$ cat src/lbkv_pkg.sv
// Package for the log block key/value parser.
// Holds the queue item type, the parse phase type and the role and status codes.
// No dependencies.
package lbkv_pkg;

   // Short queue between the front and the back; depth must be a power of two.
   localparam int QUEUE_DEPTH = 2;
   localparam int QPTR_W      = 1;
   localparam int QCNT_W      = 2;

   localparam logic [7:0]  PAD_BYTE        = 8'hFF;
   localparam logic [31:0] VERSION_DEFAULT = 32'd2001;

   // Byte roles as reported on the result channel.
   localparam logic [2:0] ROLE_HEADER = 3'd0;
   localparam logic [2:0] ROLE_KLEN   = 3'd1;
   localparam logic [2:0] ROLE_KEY    = 3'd2;
   localparam logic [2:0] ROLE_VLEN   = 3'd3;
   localparam logic [2:0] ROLE_VALUE  = 3'd4;
   localparam logic [2:0] ROLE_PAD    = 3'd5;

   // Sticky block status codes.
   localparam logic [1:0] ST_OK      = 2'd0;
   localparam logic [1:0] ST_VERSION = 2'd1;
   localparam logic [1:0] ST_TRUNC   = 2'd2;
   localparam logic [1:0] ST_PADDING = 2'd3;

   typedef enum logic [2:0] {
      PH_HEADER = 3'd0,
      PH_KLEN   = 3'd1,
      PH_KEY    = 3'd2,
      PH_VLEN   = 3'd3,
      PH_VALUE  = 3'd4,
      PH_PAD    = 3'd5
   } phase_type;

   // One input byte after classification by the front.
   typedef struct packed {
      logic [7:0] data;
      logic       last;
      logic       is_pad;
   } item_type;

   // Queue occupancy flags.
   typedef struct packed {
      logic full;
      logic empty;
   } qstat_type;

endpackage

$ cat src/lbkv_front.sv
// Front of the log block key/value parser: accepts input beats and classifies each byte.
// Depends on lbkv_pkg.
module lbkv_front import lbkv_pkg::*; (
   input  logic       clock,
   input  logic       reset,
   input  logic       req_tvalid,
   output logic       req_tready,
   input  logic [7:0] req_tdata,   // [7:0] data_byte
   input  logic       req_tlast,   // block_end
   input  qstat_type  q_stat,
   output logic       push,
   output item_type   push_item
);

   logic pad_seen_ff;
   logic pad_seen_in;

   assign req_tready = ~q_stat.full;
   assign push       = req_tvalid & req_tready;

   always_comb begin
      push_item.data   = req_tdata;
      push_item.last   = req_tlast;
      push_item.is_pad = (req_tdata == PAD_BYTE);
   end

   // Tracks whether the current block has carried a pad byte; cleared at block end.
   always_comb begin
      pad_seen_in = pad_seen_ff;
      if (push) begin
         pad_seen_in = req_tlast ? 1'b0 : (pad_seen_ff | push_item.is_pad);
      end
   end

   always_ff @(posedge clock) begin
      if (reset) begin
         pad_seen_ff <= 1'b0;
      end else begin
         pad_seen_ff <= pad_seen_in;
      end
   end

endmodule

$ cat src/lbkv_queue.sv
// Short FIFO between the front and the back of the log block key/value parser.
// Depends on lbkv_pkg.
module lbkv_queue import lbkv_pkg::*; (
   input  logic      clock,
   input  logic      reset,
   input  logic      push,
   input  item_type  push_item,
   input  logic      pop,
   output item_type  head_item,
   output qstat_type q_stat
);

   item_type            entries_ff [QUEUE_DEPTH];
   logic [QPTR_W-1:0]   wr_ptr_ff;
   logic [QPTR_W-1:0]   wr_ptr_in;
   logic [QPTR_W-1:0]   rd_ptr_ff;
   logic [QPTR_W-1:0]   rd_ptr_in;
   logic [QCNT_W-1:0]   count_ff;
   logic [QCNT_W-1:0]   count_in;

   assign head_item    = entries_ff[rd_ptr_ff];
   assign q_stat.full  = (count_ff == QCNT_W'(QUEUE_DEPTH));
   assign q_stat.empty = (count_ff == '0);

   always_comb begin
      wr_ptr_in = push ? wr_ptr_ff + 1'b1 : wr_ptr_ff;
      rd_ptr_in = pop  ? rd_ptr_ff + 1'b1 : rd_ptr_ff;
      count_in  = count_ff;
      if (push && !pop) begin
         count_in = count_ff + 1'b1;
      end else if (pop && !push) begin
         count_in = count_ff - 1'b1;
      end
   end

   always_ff @(posedge clock) begin
      if (push) begin
         entries_ff[wr_ptr_ff] <= push_item;
      end
   end

   always_ff @(posedge clock) begin
      if (reset) begin
         wr_ptr_ff <= '0;
         rd_ptr_ff <= '0;
         count_ff  <= '0;
      end else begin
         wr_ptr_ff <= wr_ptr_in;
         rd_ptr_ff <= rd_ptr_in;
         count_ff  <= count_in;
      end
   end

endmodule

$ cat src/lbkv_back.sv
// Back of the log block key/value parser: per-byte parse state update and result register.
// Depends on lbkv_pkg.
module lbkv_back import lbkv_pkg::*; (
   input  logic        clock,
   input  logic        reset,
   input  logic [31:0] expected_version,
   input  item_type    head_item,
   input  qstat_type   q_stat,
   output logic        pop,
   output logic        rsp_tvalid,
   input  logic        rsp_tready,
   output logic [7:0]  rsp_tdata,   // [2:0] byte_role, [3] field_end, [5:4] status, [7:6] zero
   output logic        rsp_tlast    // block_done
);

   phase_type   phase_ff, phase_in;
   logic [1:0]  biw_ff, biw_in;
   logic [31:0] shift_ff, shift_in;
   logic [31:0] left_ff, left_in;
   logic [1:0]  err_ff, err_in;

   logic        valid_ff, valid_in;
   logic [2:0]  role_ff, role_in;
   logic        fend_ff, fend_in;
   logic [1:0]  status_ff, status_in;
   logic        done_ff;

   assign pop = ~q_stat.empty & (~valid_ff | rsp_tready);

   always_comb begin
      logic [31:0] hdr_word;
      logic [31:0] len_word;
      logic [31:0] left_dec;
      logic [1:0]  err_v;
      logic        boundary;

      hdr_word = shift_ff;
      case (biw_ff)
         2'd0:    hdr_word = shift_ff | {24'b0, head_item.data};
         2'd1:    hdr_word = shift_ff | {16'b0, head_item.data, 8'b0};
         2'd2:    hdr_word = shift_ff | {8'b0, head_item.data, 16'b0};
         default: hdr_word = shift_ff | {head_item.data, 24'b0};
      endcase
      len_word = {shift_ff[23:0], head_item.data};
      left_dec = left_ff - 32'd1;

      phase_in = phase_ff;
      biw_in   = biw_ff;
      shift_in = shift_ff;
      left_in  = left_ff;
      err_v    = err_ff;
      role_in  = ROLE_PAD;
      fend_in  = 1'b0;

      case (phase_ff)
         PH_HEADER: begin
            role_in = ROLE_HEADER;
            if (biw_ff == 2'd3) begin
               fend_in  = 1'b1;
               if (hdr_word != expected_version && err_v == ST_OK) begin
                  err_v = ST_VERSION;
               end
               biw_in   = 2'd0;
               shift_in = '0;
               phase_in = PH_KLEN;
            end else begin
               biw_in   = biw_ff + 2'd1;
               shift_in = hdr_word;
            end
         end
         PH_KLEN, PH_VLEN: begin
            if (phase_ff == PH_KLEN && biw_ff == 2'd0 && head_item.is_pad) begin
               role_in  = ROLE_PAD;
               phase_in = PH_PAD;
            end else begin
               role_in = (phase_ff == PH_KLEN) ? ROLE_KLEN : ROLE_VLEN;
               if (biw_ff == 2'd3) begin
                  fend_in  = 1'b1;
                  left_in  = len_word;
                  shift_in = '0;
                  biw_in   = 2'd0;
                  if (len_word != '0) begin
                     phase_in = (phase_ff == PH_KLEN) ? PH_KEY : PH_VALUE;
                  end else begin
                     phase_in = (phase_ff == PH_KLEN) ? PH_VLEN : PH_KLEN;
                  end
               end else begin
                  biw_in   = biw_ff + 2'd1;
                  shift_in = len_word;
               end
            end
         end
         PH_KEY, PH_VALUE: begin
            role_in = (phase_ff == PH_KEY) ? ROLE_KEY : ROLE_VALUE;
            left_in = left_dec;
            if (left_dec == '0) begin
               fend_in  = 1'b1;
               phase_in = (phase_ff == PH_KEY) ? PH_VLEN : PH_KLEN;
            end
         end
         default: begin
            role_in  = ROLE_PAD;
            phase_in = PH_PAD;
            if (!head_item.is_pad && err_v == ST_OK) begin
               err_v = ST_PADDING;
            end
         end
      endcase

      boundary = (phase_in == PH_PAD) || (phase_in == PH_KLEN && biw_in == 2'd0);
      if (head_item.last && !boundary && err_v == ST_OK) begin
         err_v = ST_TRUNC;
      end
      err_in = err_v;

      // The status shown with a byte is the sticky error after that byte, taken before the
      // block-end clear below.
      status_in = err_v;

      if (head_item.last) begin
         phase_in = PH_HEADER;
         biw_in   = 2'd0;
         shift_in = '0;
         left_in  = '0;
         err_in   = ST_OK;
      end

      valid_in = pop | (valid_ff & ~rsp_tready);
   end

   always_ff @(posedge clock) begin
      if (reset) begin
         phase_ff <= PH_HEADER;
         biw_ff   <= 2'd0;
         shift_ff <= '0;
         left_ff  <= '0;
         err_ff   <= ST_OK;
         valid_ff <= 1'b0;
      end else begin
         valid_ff <= valid_in;
         if (pop) begin
            phase_ff <= phase_in;
            biw_ff   <= biw_in;
            shift_ff <= shift_in;
            left_ff  <= left_in;
            err_ff   <= err_in;
         end
      end
   end

   always_ff @(posedge clock) begin
      if (pop) begin
         role_ff   <= role_in;
         fend_ff   <= fend_in;
         status_ff <= status_in;
         done_ff   <= head_item.last;
      end
   end

   assign rsp_tvalid = valid_ff;
   assign rsp_tdata  = {2'b00, status_ff, fend_ff, role_ff};
   assign rsp_tlast  = done_ff;

endmodule

$ cat src/log_block_kv_parser.sv
// Top level of the log block key/value parser: configuration register, front, queue, back.
// Depends on lbkv_pkg, lbkv_front, lbkv_queue and lbkv_back.
//
//   Channel | Direction | Handshake             | Payload
//   req     | in        | req_tvalid/req_tready | tdata[7:0] data_byte, tlast block_end
//   rsp     | out       | rsp_tvalid/rsp_tready | tdata byte_role/field_end/status, tlast
//   csr     | in        | csr_valid/csr_ready   | csr_data expected_version
//
// One byte per clock is sustained while results are taken; the parse state update in the back
// sets that figure. A result is registered: the byte is written to the queue when it is
// accepted, and the result register loads when the back pops the byte from the queue.
// Synchronous reset clears the queue, parse state and output valid, and sets the expected
// version to 2001. Either side may stall on its own: the two-entry queue and the result
// register take input beats while a finished result waits to be taken, until the queue fills.
module log_block_kv_parser import lbkv_pkg::*; (
   input  logic        clock,
   input  logic        reset,
   input  logic        req_tvalid,
   output logic        req_tready,
   input  logic [7:0]  req_tdata,   // [7:0] data_byte
   input  logic        req_tlast,   // block_end
   output logic        rsp_tvalid,
   input  logic        rsp_tready,
   output logic [7:0]  rsp_tdata,   // [2:0] byte_role, [3] field_end, [5:4] status, [7:6] zero
   output logic        rsp_tlast,   // block_done
   input  logic        csr_valid,
   output logic        csr_ready,
   input  logic [31:0] csr_data     // expected_version
);

   logic [31:0] version_ff;
   logic [31:0] version_in;
   logic        push;
   logic        pop;
   item_type    push_item;
   item_type    head_item;
   qstat_type   q_stat;

   // Takes every write unchecked; the user must write only while the block is idle.
   assign csr_ready  = 1'b1;
   assign version_in = (csr_valid && csr_ready) ? csr_data : version_ff;

   always_ff @(posedge clock) begin
      if (reset) begin
         version_ff <= VERSION_DEFAULT;
      end else begin
         version_ff <= version_in;
      end
   end

   // The front takes beats while the queue has room and tags pad bytes.
   lbkv_front u_front (
      .clock      (clock),
      .reset      (reset),
      .req_tvalid (req_tvalid),
      .req_tready (req_tready),
      .req_tdata  (req_tdata),
      .req_tlast  (req_tlast),
      .q_stat     (q_stat),
      .push       (push),
      .push_item  (push_item)
   );

   lbkv_queue u_queue (
      .clock     (clock),
      .reset     (reset),
      .push      (push),
      .push_item (push_item),
      .pop       (pop),
      .head_item (head_item),
      .q_stat    (q_stat)
   );

   // The back pops a byte whenever its result register is free or being drained.
   lbkv_back u_back (
      .clock            (clock),
      .reset            (reset),
      .expected_version (version_ff),
      .head_item        (head_item),
      .q_stat           (q_stat),
      .pop              (pop),
      .rsp_tvalid       (rsp_tvalid),
      .rsp_tready       (rsp_tready),
      .rsp_tdata        (rsp_tdata),
      .rsp_tlast        (rsp_tlast)
   );

`ifndef SYNTHESIS
   // A block that ends on a header, key or value byte that does not close its field
   // must report an error.
   a_trunc_flagged: assert property (@(posedge clock) disable iff (reset)
      (rsp_tvalid && rsp_tlast && !rsp_tdata[3] &&
       (rsp_tdata[2:0] == ROLE_HEADER || rsp_tdata[2:0] == ROLE_KEY ||
        rsp_tdata[2:0] == ROLE_VALUE)) |-> (rsp_tdata[5:4] != ST_OK))
      else $error("block ended inside a field without an error status");

   // Padding bytes never close a field.
   a_pad_no_fend: assert property (@(posedge clock) disable iff (reset)
      (rsp_tvalid && rsp_tdata[2:0] == ROLE_PAD) |-> !rsp_tdata[3])
      else $error("padding byte marked as field end");

   // The queue cannot be full and empty at once.
   a_queue_flags: assert property (@(posedge clock) disable iff (reset)
      !(q_stat.full && q_stat.empty))
      else $error("queue reports full and empty together");
`endif

endmodule

$ cat config.mk
export PLATFORM = sky130hd
export DESIGN_NAME = log_block_kv_parser
export DESIGN_NICKNAME = d
export VERILOG_FILES = /design/src/lbkv_pkg.sv /design/src/lbkv_front.sv /design/src/lbkv_queue.sv /design/src/lbkv_back.sv /design/src/log_block_kv_parser.sv
export SDC_FILE = /design/constraint.sdc
export NUM_CORES = 1
export LEC_CHECK = 0
export ABC_AREA = 1
export BUFFER_PORTS_ARGS = -buffer_cell sky130_fd_sc_hd__clkbuf_2
export CAP_MARGIN = 20
export CORE_MARGIN = 2
export CORE_UTILIZATION = 61
export CTS_CLUSTER_DIAMETER = 100
export DETAILED_ROUTE_END_ITERATION = 7
export PLACE_DENSITY_LB_ADDON = 0.05
export SYNTH_ARGS = -nofsm -noshare
export SYNTH_HDL_FRONTEND = slang
export SYNTH_HIERARCHICAL = 1
export SYNTH_SLANG_ARGS = --single-unit
$ cat constraint.sdc
create_clock -name clock -period 2.9 [get_ports clock]
set_input_delay 0.29 -clock clock [delete_from_list [all_inputs] [get_ports clock]]
set_output_delay 0.29 -clock clock [all_outputs]
set_load 0.005 [all_outputs]
Word level (Yosys, flattened, before mapping)
Memory sizes are Yosys's and may differ from the RTL's. A register that Yosys moved wholly into a read port is not among the register bits.
Index checks and enable logic that the tools add are counted.
Widths: inputs -> output; s select.

word-level totals
  register bits = 115
  bits in writable memories = 20
  bits of input ports = 46
  output and inout bits = 12
  logic and storage cells = 122
  memories kept = 1

operators by class
  $add $sub $neg = 6
  equal/unequal tests = 14
  muxes and demuxes = 44
  bitwise operators = 13
  reductions and logical operators = 30

memory list
  memory              words  width  rd ports  clocked after Yosys merged registers in  wr ports  line              source
  u_queue.entries_ff  2      10     1         1                                        1         lbkv_queue.sv:13  item_type entries_ff [QUEUE_DEPTH];

operators with widths
  kind                   count
  $mux 32                7
  $pmux 32 s2            2
  $pmux 32 s3            1
  $logic_not 32->1       1
  $ne 32x32->1           1
  $or 32x16->32          1
  $or 32x24->32          1
  $or 32x32->32          1
  $or 32x8->32           1
  $reduce_bool 32->1     1
  $sub 32x1->32 const B  1
  $mux 3                 9
  $mux 2                 13
  $pmux 3 s3             2
  $logic_not 2->1        5
  $logic_and 1x1->1      9
  $eq 8x8->1 const B     1
  $pmux 2 s2             2
  $mux 1                 7
  $eq 2x2->1 const B     3
  $eq 3x1->1 const B     2
  $eq 3x2->1 const B     2
  $eq 3x3->1 const B     2
  $reduce_bool 3->1      2
  other kinds (18)       30

Longest topological paths before layout
  depth in word-level cells = 14
  depth in mapped cells = 20
  gate-level depth less buffers = 20

Cells and area by module
Netlist, hierarchy kept.

by module, submodules not included
  module               instances  cells each  area an instance (µm²)  seq. area each (µm²)
  lbkv_back            1          1025        5989.5                  1651.6
  log_block_kv_parser  1          191         1268.7                  640.6
  lbkv_queue           1          64          953.4                   700.7
  lbkv_front           1          23          120.1                   0.0

Worst setup path before layout
Ideal clock, no wire load.

  path kind = register to register
  start = register u_queue.count_ff[0]
  end = register u_back.shift_ff[12]
  library setup time = 0.086 ns
  arrival time = 2.046 ns
  path slack = 0.769 ns
  cell stages (with the launch flop) = 8
  path buffers = 1
  clock period less this slack = 2.131 ns
  path through = dfxtp_1 nor2_1 a21oi_1 inv_2 a21oi_1 inv_2 clkbuf_1 a211oi_1

RTL lines
  what                    line              source
  from (decl)             lbkv_queue.sv:18  logic [QCNT_W-1:0] count_ff;
  from (signal assigned)  lbkv_queue.sv:50  count_ff <= count_in;
  to (signal assigned)    lbkv_back.sv:144  shift_ff <= shift_in;
  to (decl)               lbkv_back.sv:18   logic [31:0] shift_ff, shift_in;

==> impl_metrics.py <==
metrics = {
    "run_status": {
        "status": "completed",
    },
    "yosys": {
        "synth.top_cell.area_share_pct": 26.2,
        "synth_mux_area_share_pct": 1.35,
        "synth_top_area_cell": "dfxtp_1",
        "synthTopCellsByArea": "dfxtp_1 26%, nand2_1 17%, edfxtp_1 9.7%",
        "yosys_register_bits": 136,
        "synth_compound_area_share_pct": 16.5,
        "synth-simple-area-share_pct": 32.3,
        "synthXorXnorAreaFrac_pct": 1.89,
        "synthTopCellsByCount": "372 x nand2_1, 181 x nor2_1, 142 x inv_1",
        "synthCells": 1303,
        "avgSynthCellArea_sq_um": 6.39,
        "ys_types": 36,
        "synthesis.area_sq_um": 8330,
        "async_flop_share_pct": 0,
        "yosys.area_share.adder_pct": 1.20,
        "synth_edf_count": 27,
        "synth-main-ff-cell": "dfxtp_1",
        "yosysWarnings": 6,
        "synth_most_common_cell": "nand2_1",
        "synth_top_family_by_area": "simple AND/OR/NAND/NOR gates",
        "yosysSeqAreaShare_pct": 35.9,
    },
    "finish": {
        "antennaDiodeCount": 0,
        "utilization_pct": 69.9,
        "multiInputGateArea_sq_um": 4470,
        "seqCellArea_sq_um": 2990,
        "area_growth_pct": 11.5,
        "nets": 1394,
        "fillers": 1207,
        "drive_gt1_share_pct": 11.7,
    },
    "power_and_ir_drop": {
        "peakVddDrop_mv": 0.471,
        "power_switching_mw": 4.40,
        "seqPwrFrac_pct": 28.3,
        "switching_share_pct": 45.7,
        "p_int_mw": 5.22,
        "p_comb_share_pct": 49.7,
        "cellLeakagePower_nw": 4.30,
        "power.density_nw_per_um2": 1040,
        "clockPowerShare_pct": 22.0,
    },
    "route": {
        "totalWireLength_mm": 22.7,
        "drt-pass1-iter-count": 6,
        "drcViolationCount": 0,
        "vias_per_cell": 5.48,
        "wl_per_cell_um": 14.8,
        "final_antenna_net_count": 0,
        "num_vias": 8378,
        "drt_iter0_markers": 731,
    },
    "placed_design": {
        "place_congestion": 0.972,
        "io_buffer_count": 54,
        "dpl.hpwl_mm": 16.6,
        "dp_slack_ns": 0.256,
    },
    "cts": {
        "cts_buffers": 17,
        "ctsHoldBuffers": 0,
        "clockRootBuffer": "clkbuf_16",
        "post_cts_buffers": 0,
        "cts_tree": "done",
        "numClockSinks": 136,
        "cts.clk_slew.worst_paths_ns": 0.06,
        "htree_levels": 4,
        "clk_latency_ns": 0.42,
        "ctsResizeCount": 0,
        "clock_path_buffers": 2,
    },
    "sta": {
        "fmax_ghz": 0.377,
        "slew_violations": 0,
        "fin_ws_ns": 0.245,
        "rsz0062_at_grt": "no",
        "hold_viol": 0,
        "fin_tns_setup_ns": 0,
        "fin_skew_ns": 0.00944,
        "relSlewSlack_pct": 41.2,
        "hold_ws_ns": 0.0608,
        "min_period_ns": 2.65,
        "tightest_slew_ns": 0.880,
        "final-setup-viol-count": 0,
        "period_share_pct": 91.5,
    },
    "die": {
        "num_rows": 42,
        "dieArea_sq_um": 14600,
        "core-area_sq_um": 13300,
        "io_pins": 58,
        "initial_core_util_pct": 62.7,
        "dieWidth_um": 121,
        "die_h_um": 121,
    },
    "flow_run": {
        "cap_viol_max_count": 0,
    },
    "setup_path": {
        "cp-start-kind": "flip-flop",
        "critPathRequiredTime_ns": 3.07,
        "path_delay_family": "simple AND/OR/NAND/NOR gates",
        "cp-end-kind": "flip-flop",
        "critical_path_peak_fanout": 5,
        "criticalPathCategory": "reg -> reg",
        "cp_common_cell": "nand2_1",
        "cp_cell_sequence": "buf_4 -> mux2_2 -> inv_1 -> nand2_1 -> nor4_1 -> nand4_1 -> o21bai_1 -> a21oi_1 -> a21oi_1 -> nand2_1 -> nand2_1 -> nand2_1",
        "critical-path-max-stage-delay_ns": 0.39,
        "crit_arrival_ns": 2.83,
        "crit_path_top_delay_cell": "nor4_1",
        "cp_num_buf_inv": 2,
    },
    "grt": {
        "grt_pass1_wl_mm": 37.4,
        "overflow": 0,
        "grt_max_degree": 47,
        "track_usage_pct": 32.2,
        "antenna_found_initial": 0,
        "grt_pass1_vias": 7528,
    },
    "worst_hold_path": {
        "min_path_type": "in -> reg",
    },
}
-- layer usage --
layer | wire length [um] | global-route usage (%) | vias to the layer above
met5 | 0 | 0 | -
met4 | 577 | 13.4 | 0
met3 | 1590 | 5.31 | 51
met2 | 10400 | 50.7 | 334
met1 | 10100 | 43.8 | 3740
li1 | - | - | 4253
-- state kept, by name, summed over array words and instances, names as in the netlist, named ones only --
signal,count
u_back/left_ff,32
u_back/shift_ff,32
version_ff,32
u_queue/entries_ff,20
u_back/phase_ff,3
u_back/role_ff,3
u_back/biw_ff,2
u_back/err_ff,2
u_back/status_ff,2
u_queue/count_ff,2
u_back/fend_ff,1
u_back/rsp_tlast,1
u_back/rsp_tvalid,1
u_queue/rd_ptr_ff,1
u_queue/wr_ptr_ff,1
-- per-stage QoR --
stage               area, sq um  total power [mW]  instances
global placement           8690              7.30       1497
finish                     9290              9.62       1529
global route               9290              10.4       1529
CTS                        9270              9.51       1529
detailed placement         8690              7.36       1497
floorplan                  8340              6.11       1304
-- path summary, 6_finish.rpt --
check,cells after the start,start,endpoint,slack (ns)
min reg2reg,2,version_ff[6],version_ff[6],0.48
min,1,req_tlast,u_queue/entries_ff[0][1],0.06
max,12,flip-flop,u_back/status_ff[1],0.25
max reg2reg,12,flip-flop,u_back/status_ff[1],0.25
-- placed cells by master, fill, tap and decap left out, types with 3 or more instances in the layout --
master      Yosys  layout
a21oi_1       115     113
clkbuf_2        0      54
a211oi_1        5       5
o21ai_0        99      99
nand3_2         3       4
nand3b_1        9       9
nand2_2         6       7
conb_1          2       3
o21ai_1        17      17
inv_6           0       3
nor2_1        181     178
clkbuf_16       0      17
nor2_4          3       3
nand4_1        12      12
buf_4          16      26
dfxtp_1       109     109
edfxtp_1       27      27
ha_1            8       8
mux2_2         10      10
nor4_1          5       5
nor3_1          3       3
inv_2           8       8
clkinvlp_4      0       3
nand3_1        48      47
xnor2_1        12      12
o211ai_1       20      20
clkinv_4        0       3
inv_1         142     142
xor2_1          6       6
nor2_2         10      13
nand2_1       372     371
-- cell families after synthesis --
logic type      count (synthesis)
flops                         136
other cells                     2
compound gates                260
fa+ha+maj                       8
xor+xnor                       18
buf+inv                       214
simple gates                  655
mux                            10
-- power groups by stage --
stage	registers (mW)	clock network, mW	logic, mW
final	2.73	2.12	4.78
after global routing	2.77	2.22	5.37
after CTS	2.71	2.13	4.67
after detailed placement	2.75	0	4.62
after global placement	2.74	0	4.56
after floorplan	2.62	0	3.50
-- layout make-up --
class	instances	share of cell area (%)
well taps	176	2.37
inverters	151	6.10
clock inverters	14	1.60
flip-flops and latches	136	32.2
clock buffers	18	4.62
repair buffers	80	5.01
multi-input cells	954	48.1
No activity file was read; power rests on OpenSTA's default activity.
